**config.mk**
```make
export PLATFORM = sky130hd
export DESIGN_NAME = positional_list_insert_delete
export DESIGN_NICKNAME = d
export VERILOG_FILES = /design/src/rtl/core/plid_pkg.sv /design/src/rtl/core/positional_list_insert_delete.sv /design/src/rtl/core/plid_cell.sv /design/src/rtl/core/plid_ctrl.sv
export VERILOG_INCLUDE_DIRS = /design/src /design/src/rtl/core
export SDC_FILE = /design/constraint.sdc
export NUM_CORES = 2
export LEC_CHECK = 0
export ABC_CLOCK_PERIOD_IN_PS = 6300
export BUFFER_PORTS_ARGS = -buffer_cell sky130_fd_sc_hd__buf_2
export CORE_MARGIN = 5
export CORE_UTILIZATION = 54
export DETAILED_ROUTE_END_ITERATION = 7
export PLACE_DENSITY = 0.76
export SYNTH_ARGS = -nofsm -noshare
export SYNTH_HDL_FRONTEND = slang
export SYNTH_SLANG_ARGS = --single-unit
```
**constraint.sdc**
```tcl
create_clock -name clk -period 6.3 [get_ports clk]
set_input_delay 0.63 -clock clk [delete_from_list [all_inputs] [get_ports clk]]
set_output_delay 0.63 -clock clk [all_outputs]
set_load 0.01 [all_outputs]
```
**src/rtl/core/positional_list_insert_delete_assert.svh**
```systemverilog
// ----------------------------------------------------------------------------
// positional_list_insert_delete_assert
// Assertion macros for the positional list block; empty under synthesis.
// ----------------------------------------------------------------------------
`ifndef POSITIONAL_LIST_INSERT_DELETE_ASSERT_SVH
`define POSITIONAL_LIST_INSERT_DELETE_ASSERT_SVH

`ifndef SYNTHESIS
`define PLID_ASSERT_IMP(lbl, ante, cons) \
	lbl: assert property (@(posedge clk) disable iff (!arst_n) (ante) |-> (cons)) \
		else $error("plid assertion failed");
`define PLID_ASSERT_NXT(lbl, ante, cons) \
	lbl: assert property (@(posedge clk) disable iff (!arst_n) (ante) |=> (cons)) \
		else $error("plid assertion failed");
`else
`define PLID_ASSERT_IMP(lbl, ante, cons)
`define PLID_ASSERT_NXT(lbl, ante, cons)
`endif

`endif

```
**src/rtl/core/plid_pkg.sv**
```systemverilog
// ----------------------------------------------------------------------------
// plid_pkg
// Shared constants and types of the positional list block.
// ----------------------------------------------------------------------------
`timescale 1ns / 1ps
`default_nettype none

package plid_pkg;

	localparam int DEPTH  = 16;
	localparam int IDX_W  = $clog2(DEPTH);
	localparam int LEN_W  = 5;
	localparam int ACT_W  = 2;
	localparam int POS_W  = 5;
	localparam int DATA_W = 32;
	localparam int ST_W   = 2;
	localparam int CMP_W  = ((POS_W > LEN_W) ? POS_W : LEN_W) + 1;
	localparam int IN_W   = ((ACT_W + POS_W + DATA_W + 7) / 8) * 8;
	localparam int OUT_W  = ((ST_W + DATA_W + LEN_W + 7) / 8) * 8;

	localparam logic [ACT_W-1:0] ACT_INSERT = 2'd0;
	localparam logic [ACT_W-1:0] ACT_DELETE = 2'd1;
	localparam logic [ACT_W-1:0] ACT_READ   = 2'd2;

	localparam logic [ST_W-1:0] ST_DONE  = 2'd0;
	localparam logic [ST_W-1:0] ST_RANGE = 2'd1;
	localparam logic [ST_W-1:0] ST_FULL  = 2'd2;

	typedef struct packed {
		logic             ins;
		logic             del;
		logic             rd;
		logic [IDX_W-1:0] idx;
	} cmd_t;

	typedef struct packed {
		logic [ST_W-1:0]  status;
		logic [LEN_W-1:0] len_after;
	} res_t;

endpackage

`default_nettype wire

```
**src/rtl/core/positional_list_insert_delete.sv**
```systemverilog
// ----------------------------------------------------------------------------
// positional_list_insert_delete
// Ordered list of signed words with insert, delete and read by position.
// ----------------------------------------------------------------------------
// Usage:
//   Slave channel s_* carries one operation per transaction (insert, delete
//   or read at a one-based position). Master channel m_* returns exactly one
//   result per operation: status, element and the length after the step.
//   m_tvalid rises in the cycle after the input transaction. One operation
//   is taken per cycle while results are taken: a row of DEPTH cells shifts
//   the words from the given position on by one place in the same clock, so
//   the rate is set by that single cell update plus the element select.
//   The result sits in an output register; while the receiver stalls, a new
//   operation is taken in the cycle the held result is taken (s_tready
//   follows m_tready when a result is pending).
//   Reset empties the list and drops any pending result; no clearing pass is
//   needed.
// ----------------------------------------------------------------------------
`timescale 1ns / 1ps
`default_nettype none

`include "positional_list_insert_delete_assert.svh"

module positional_list_insert_delete import plid_pkg::*; (
	input  wire logic             clk,
	input  wire logic             arst_n,
	input  wire logic             s_tvalid,
	output logic                  s_tready,
	input  wire logic [IN_W-1:0]  s_tdata,  // action[1:0], position[6:2], value[38:7]
	output logic                  m_tvalid,
	input  wire logic             m_tready,
	output logic [OUT_W-1:0]      m_tdata   // status[1:0], element[33:2], length_after[38:34]
);

	logic [ACT_W-1:0]         action;
	logic [POS_W-1:0]         position;
	logic signed [DATA_W-1:0] value;
	logic                     fire;
	cmd_t                     cmd;
	res_t                     res;
	logic [LEN_W-1:0]         len_q;
	logic signed [DATA_W-1:0] cells [DEPTH];
	logic signed [DATA_W-1:0] element;
	logic                     m_valid_q;
	logic [OUT_W-1:0]         m_data_q;

	assign action   = s_tdata[ACT_W-1:0];
	assign position = s_tdata[ACT_W +: POS_W];
	assign value    = s_tdata[ACT_W+POS_W +: DATA_W];

	assign s_tready = !m_valid_q || m_tready;
	assign fire     = s_tvalid && s_tready;

	plid_ctrl u_ctrl (
		.clk      (clk),
		.arst_n   (arst_n),
		.fire     (fire),
		.action   (action),
		.position (position),
		.cmd      (cmd),
		.res      (res),
		.len_q    (len_q)
	);

	for (genvar g = 0; g < DEPTH; g++) begin : g_cell
		logic signed [DATA_W-1:0] left_w;
		logic signed [DATA_W-1:0] right_w;
		if (g == 0) begin : g_first
			assign left_w = '0;
		end else begin : g_mid_l
			assign left_w = cells[g-1];
		end
		if (g == DEPTH - 1) begin : g_last
			assign right_w = '0;
		end else begin : g_mid_r
			assign right_w = cells[g+1];
		end
		plid_cell u_cell (
			.clk      (clk),
			.cmd      (cmd),
			.cell_idx (IDX_W'(g)),
			.value    (value),
			.left     (left_w),
			.right    (right_w),
			.data_q   (cells[g])
		);
	end

	assign element = cmd.rd ? cells[cmd.idx] : '0;

	always_ff @(posedge clk or negedge arst_n) begin
		if (!arst_n) begin
			m_valid_q <= 1'b0;
		end else if (s_tready) begin
			m_valid_q <= s_tvalid;
		end
	end

	always_ff @(posedge clk) begin
		if (fire) begin
			m_data_q <= OUT_W'({res.len_after, element, res.status});
		end
	end

	assign m_tvalid = m_valid_q;
	assign m_tdata  = m_data_q;

	`PLID_ASSERT_IMP(a_len_bound, 1'b1, len_q <= LEN_W'(DEPTH))
	`PLID_ASSERT_NXT(a_err_keeps_len, fire && res.status != ST_DONE, $stable(len_q))
	`PLID_ASSERT_NXT(a_ins_grows, fire && action == ACT_INSERT && res.status == ST_DONE,
		len_q == $past(len_q) + LEN_W'(1))
	`PLID_ASSERT_NXT(a_result_follows, fire, m_tvalid)

endmodule

`default_nettype wire

```
**src/rtl/core/plid_cell.sv**
```systemverilog
// ----------------------------------------------------------------------------
// plid_cell
// One list slot: loads the new value, or takes a neighbor on a shift.
// ----------------------------------------------------------------------------
`timescale 1ns / 1ps
`default_nettype none

module plid_cell import plid_pkg::*; (
	input  wire logic                     clk,
	input  wire cmd_t                     cmd,
	input  wire logic [IDX_W-1:0]         cell_idx,
	input  wire logic signed [DATA_W-1:0] value,
	input  wire logic signed [DATA_W-1:0] left,
	input  wire logic signed [DATA_W-1:0] right,
	output logic signed [DATA_W-1:0]      data_q
);

	always_ff @(posedge clk) begin
		priority if (cmd.ins && cell_idx == cmd.idx) begin
			data_q <= value;
		end else if (cmd.ins && cell_idx > cmd.idx) begin
			data_q <= left;
		end else if (cmd.del && cell_idx >= cmd.idx) begin
			data_q <= right;
		end else begin
			data_q <= data_q;
		end
	end

endmodule

`default_nettype wire

```
**src/rtl/core/plid_ctrl.sv**
```systemverilog
// ----------------------------------------------------------------------------
// plid_ctrl
// Range checks, status, length register and the command broadcast to cells.
// ----------------------------------------------------------------------------
`timescale 1ns / 1ps
`default_nettype none

module plid_ctrl import plid_pkg::*; (
	input  wire logic             clk,
	input  wire logic             arst_n,
	input  wire logic             fire,
	input  wire logic [ACT_W-1:0] action,
	input  wire logic [POS_W-1:0] position,
	output cmd_t                  cmd,
	output res_t                  res,
	output logic [LEN_W-1:0]      len_q
);

	logic [CMP_W-1:0] pos_x;
	logic [CMP_W-1:0] len_x;
	logic [CMP_W-1:0] pos_m1;
	logic             ins_ok;
	logic             rd_ok;
	logic             full;
	logic [LEN_W-1:0] len_nxt;

	assign pos_x  = CMP_W'(position);
	assign len_x  = CMP_W'(len_q);
	assign pos_m1 = pos_x - CMP_W'(1);
	assign ins_ok = (position != '0) && (pos_x <= len_x + CMP_W'(1));
	assign rd_ok  = (position != '0) && (pos_x <= len_x);
	assign full   = (len_x == CMP_W'(DEPTH));

	always_comb begin
		cmd        = '0;
		cmd.idx    = IDX_W'(pos_m1);
		res.status = ST_DONE;
		len_nxt    = len_q;
		unique case (action)
			ACT_INSERT: begin
				if (!ins_ok) begin
					res.status = ST_RANGE;
				end else if (full) begin
					res.status = ST_FULL;
				end else begin
					cmd.ins = fire;
					len_nxt = len_q + LEN_W'(1);
				end
			end
			ACT_DELETE: begin
				if (!rd_ok) begin
					res.status = ST_RANGE;
				end else begin
					cmd.del = fire;
					cmd.rd  = 1'b1;
					len_nxt = len_q - LEN_W'(1);
				end
			end
			ACT_READ: begin
				if (!rd_ok) begin
					res.status = ST_RANGE;
				end else begin
					cmd.rd = 1'b1;
				end
			end
			default: begin
			end
		endcase
		res.len_after = len_nxt;
	end

	always_ff @(posedge clk or negedge arst_n) begin
		if (!arst_n) begin
			len_q <= '0;
		end else if (fire) begin
			len_q <= len_nxt;
		end
	end

endmodule

`default_nettype wire

```
After elaboration in Yosys (flattened, before gate mapping)

Index checks and enable logic that the tools add are counted.

Input bits: 44
Logic and storage cells: 217
Output and inout port bits: 42
Bits in registers: 557

Magnitude comparators: 35
Equality and inequality tests: 18
Multiplexer cells: 66
Reductions and logical operators: 73
Bitwise gates (word level): 1
Add/sub/neg operators: 4

Operator list:

| operator              | count |
|---|---|
| $mux W32              | 50 |
| $bmux W32 S4          | 1 |
| $logic_and A1 B1 Y1   | 51 |
| $reduce_bool A3 Y1    | 16 |
| $eq A4 B4 Y1 const A  | 8 |
| $ge A4 B4 Y1 const A  | 8 |
| $gt A4 B4 Y1 const A  | 8 |
| $eq A3 B4 Y1 const A  | 4 |
| $ge A3 B4 Y1 const A  | 4 |
| $gt A3 B4 Y1 const A  | 4 |
| $mux W5               | 3 |
| $pmux W5 S2           | 1 |
| $eq A2 B4 Y1 const A  | 2 |
| $ge A1 B4 Y1 const A  | 2 |
| $ge A2 B4 Y1 const A  | 2 |
| $gt A1 B4 Y1 const A  | 2 |
| $gt A2 B4 Y1 const A  | 2 |
| $add A5 B1 Y6 const B | 1 |
| $le A5 B6 Y1          | 1 |
| $mux W1               | 6 |
| $mux W2               | 3 |
| $add A5 B1 Y5 const B | 1 |
| $eq A5 B5 Y1 const B  | 1 |
| $ge A5 B5 Y1 const B  | 1 |
| 15 further kinds      | 15 |

Depth between registers and ports, before layout

Depth in word-level cells: 9
Depth in mapped cells: 14
Depth with buffers taken out: 12

Modules after synthesis

Synthesis repeated with hierarchy kept, for this count alone.

Cells, all modules: 3,796
Area, all modules: 46,701.0 um^2

Modules (own cells, without submodules):

| module                            | area an instance (um^2) | cells an instance | instances |
|---|---|---|---|
| plid_cell at g_cell[1].u_cell ... | 2,497.4                 | 193               | 9 |
| plid_cell at g_cell[0].u_cell ... | 2,488.6                 | 193               | 7 |
| positional_list_insert_delete     | 5,794.3                 | 585               | 1 |
| plid_ctrl                         | 1,009.7                 | 123               | 1 |

Worst setup path after synthesis

OpenSTA, ideal clock, no wires.

Kind: input port to flip-flop
From: input s_tdata[2]
To: register g_cell[4].u_cell.data_q[0] (enable)
Stages on the path: 14
Path slack: 0.934 ns
Buffers on the path: 4
Arrival time: 4.945 ns
Path through: buf_2 > buf_2 > inv_1 > ha_1 > or4b_1 > buf_4 > nand2_2 > or2_4 > buf_6 > nor2_2 > nor2_4 > inv_1 > nand2_1 > nor2_1

Word-level cells in the longest chain between the ends: 6
Elaborated cells between the ends (all ways): 17
Those cells by class: 1 x add/sub; 4 x order compare; 1 x eq/ne; 4 x mux; 7 x reduce/logical

Ends and longest elaborated chain:

| item                                                  | line                                | text |
|---|---|---|
| start, declared                                       | positional_list_insert_delete.sv:29 | `input wire logic [IN_W-1:0] s_tdata,` |
| branches (longest 5 deep; another with $sub A4 B1 Y4) | --                                  |  |
| $reduce_bool A3 Y1 (no source line) *                 | --                                  |  |
| end signal, assigned                                  | plid_cell.sv:20                     | `data_q <= value;` |
| end signal, assigned                                  | plid_cell.sv:22                     | `data_q <= left;` |
| end signal, assigned                                  | plid_cell.sv:24                     | `data_q <= right;` |
| end, declared                                         | plid_cell.sv:15                     | `output logic signed [DATA_W-1:0] data_q` |

Mark *: on every way between the ends.
A chain may end at the register's enable or synchronous reset.

Worst setup path in the final report

From: register u_ctrl.len_q[1]
To: register g_cell[8].u_cell.data_q[12] (data pin)

Word-level cells in the longest chain between the ends: 8
Elaborated cells between the ends (all ways): 11
Those cells by class: 1 x add/sub; 1 x order compare; 1 x eq/ne; 5 x mux; 3 x reduce/logical

Ends and longest elaborated chain:

| item                   | line            | text |
|---|---|---|
| start, declared        | plid_ctrl.sv:16 | `output logic [LEN_W-1:0] len_q` |
| start signal, assigned | plid_ctrl.sv:76 | `len_q <= len_nxt;` |
| $add A5 B1 Y6          | plid_ctrl.sv:30 | `assign ins_ok = (position != '0) && (pos_x <= len_x + CMP_W'(1));` |
| $le A5 B6 Y1           | plid_ctrl.sv:30 |  |
| $logic_and A1 B1 Y1    | plid_ctrl.sv:30 |  |
| $mux W1 *              | plid_ctrl.sv:41 | `if (!ins_ok) begin` |
| $mux W1 *              | plid_ctrl.sv:39 | `unique case (action)` |
| $logic_and A1 B1 Y1    | plid_cell.sv:21 | `end else if (cmd.ins && cell_idx > cmd.idx) begin` |
| $mux W32               | plid_cell.sv:21 |  |
| $mux W32 *             | plid_cell.sv:19 | `priority if (cmd.ins && cell_idx == cmd.idx) begin` |
| end signal, assigned   | plid_cell.sv:20 |  |
| end signal, assigned   | plid_cell.sv:22 |  |
| end signal, assigned   | plid_cell.sv:24 |  |
| end, declared          | plid_cell.sv:15 |  |

Every way passes the cells marked *; elsewhere a longest branch is shown, timed or not.

==> run metrics <==
First-pass DRT Iterations 7; total negative slack 0 ns; CTS tree yes; Fmax 214 MHz; peak supply drop 0.252 mV; asr flop ratio synth 1.08%; Worst setup SP type register; setup bufs post-CTS 0; total global routing overflow 0; CTS Root Cell clkbuf_16; worst min path class input port to register; crit-path cells inv_1, ha_1, inv_1, ha_1, nor2b_1, o21bai_1, a31o_2, nand2_2, buf_4, a21oi_4, buf_12, a2bb2oi_1; Worst-Skew Late Latency 0.65 ns; row count 89; commonest non-fill, non-tap cell in the layout edfxtp_1; Core ar. 58700 um2; Slew HR 15.6%; Final GP Congestion 0.883; Die H 253 um; min cycle time layout 4.66 ns; Worst Setup End Kind register; share of cells above drive strength 1 19.1%; Worst R2R End g_cell[8].u_cell.data_q[12]; Total Power 9.74 mW; final slew viol count 0; Hold WS 0.228 ns; R2R setup slack 1.64 ns; mean post-synth cell area 11.9 um2; commonest non-fill, non-tap cells in the layout 551 x edfxtp_1, 530 x nand2_1, 160 x mux4_2; post-synth top area share 52.1%; Reg2Reg Launch Point u_ctrl.len_q[1]; depth of the worst hold-timing path 2; Syn Inst Count 2667; dominant cell type by area after synthesis edfxtp_1; initial antenna violation count 7; Die W 253 um; Post-Layout Inst Area 34800 um2; EDFF count, synth 551; min-delay src s_tvalid; Ys Warns 0; unrepaired setup endpoints after global routing false; Layout Skew 0.0211 ns; layout net count 2699; Starting Density 54.2%; slowest stage delay, CP 0.68 ns; Post-DP HPWL 60700 um; Yosys reg bits 557; Routed wire per std cell 30.5 um; routed wire length 105000 um; number of I/O pins 86; ys flop type edfxtp_1; top post-synthesis cells by area edfxtp_1 52%, mux4_2 11%, nand2_1 6.3%, mux2i_1 4.6%, a22oi_1 3.0%; CP Class register to register; Die ar. 63800 um2; Leak Pwr 12.8 nW; vias in the first global route 24.6k; post-synth cell types 71; fin util 59.3%; Slew @ Worst Pin 1.26 ns; PD cells 280 nW/um2; arrival time worst endpoint 5.14 ns; post-route insts no fill 3459; DP Cell Count 3346; worst r2r path cells 12; Placed Area 32900 um2; total vias in the final route 25.0k; Num CTS Buffers 59; Worst Slack Setup Final 1.64 ns; first-pass GRT wire length 155000 um; TritonCTS Sinks 557; Max clock buf depth 3; run status finished, final reports clean; hold path endpoint m_tvalid; worst path required time 6.77 ns; pre-CTS setup slack 1.28 ns; setup violators final 0; largest net degree at the start of global routing 133; Buffers on Ports 83; Final period util 74.0%; CTS clk-pin slew, worst paths 0.06 ns; Max-Cap Viols 0; cts repair resizes 0; ANT nets after route 0; endpoints failing hold 0; drt via density 7.22; global-route usage over all layers 32.1%; Critical-path top delay cell a21oi_4; Initial DRC Count 4306; Residual DRC 0; total nets after synthesis 2731; Synth Cell Area 31800 um2; Seq/Total Area, Yosys 52.5%; H-tree Lvls 2; area grow syn2layout 9.50%; crit-path max FO 22
[critical path, delay by kind of cell (launching register included)]
kind	cells	cell delay (ns)
AND/OR/NAND/NOR	2	0.65
adder cells (fa/ha/maj)	2	0.59
AO/OA/AOI/OAI	4	1.74
buffers and inverters	4	1.01
flip-flops	1	0.47
[final cells by class]
cell class | instances | area (um2)
multi-input combinational | 1842 | 14100
clock buffer | 73 | 1530
antenna | 3 | 7.51
inverter | 16 | 60.1
clock inverter | 36 | 393
timing repair buffer | 159 | 1080
tap | 773 | 967
sequential | 557 | 16700
fill | 4495 | 23900
[routing by layer]
layer	up-vias	track usage (%)	share of wire, %
li1	10200	-	-
met4	6	16.1	6.0
met3	453	9.32	16
met2	2220	49.1	45
met1	12100	42.2	34
met5	-	0	0.042
[registers in the layout (all words and copies together) (netlist names)]
| register | cells |
|---|---|
| u_ctrl.len_q | 5 |
| g_cell.u_cell.data_q | 512 |
| m_tdata | 39 |
| m_tvalid | 1 |
[how the worst max path moves through the flow]
stage | from | endpoint | slack, ns
finish | u_ctrl.len_q[1] | g_cell[8].u_cell.data_q[12] | 1.64
global route | u_ctrl.len_q[1] | g_cell[4].u_cell.data_q[20] | 1.45
CTS | u_ctrl.len_q[1] | g_cell[4].u_cell.data_q[26] | 1.73
detailed placement | s_tdata[2] | g_cell[4].u_cell.data_q[2] | 1.28
global placement | s_tdata[2] | g_cell[4].u_cell.data_q[2] | 1.30
floorplan | s_tdata[2] | g_cell[4].u_cell.data_q[0] | 0.93
[logic make-up after synthesis]
family / synth area share, %
and+or+nand+nor: 11.5
AOI/OAI and AO/OA: 13.7
DFF: 52.5
muxes: 17.1
buffers and inverters: 4.13
adders and majority gates: 0.787
xor gates and xnor gates: 0.161
other: 0.0118
[Yosys cell counts (all sizes together) (34+ instances only)]
cell type and instances:
nand2 534, o21ai 87, buf 137, a22o 37, mux2i 146, mux4 160
edfxtp 551, a31oi 68, a22oi 128, clkbuf 115, a21oi 133, nor2 169
o22ai 34, nor2b 65, a21o 36
[power by group]
part	internal, mW	total (mW)	switching, mW
clock	2.05	3.61	1.56
combinational	0.597	1.67	1.07
sequential	4.33	4.46	0.131
total	6.98	9.74	2.77
[timing repair]
item | CTS | global route
endpoints found under the setup margin | 0 | 0
hold buffers | 1 | 0
hold endpoints to repair | 6 | 0
Power figures use the tool's default switching activity.
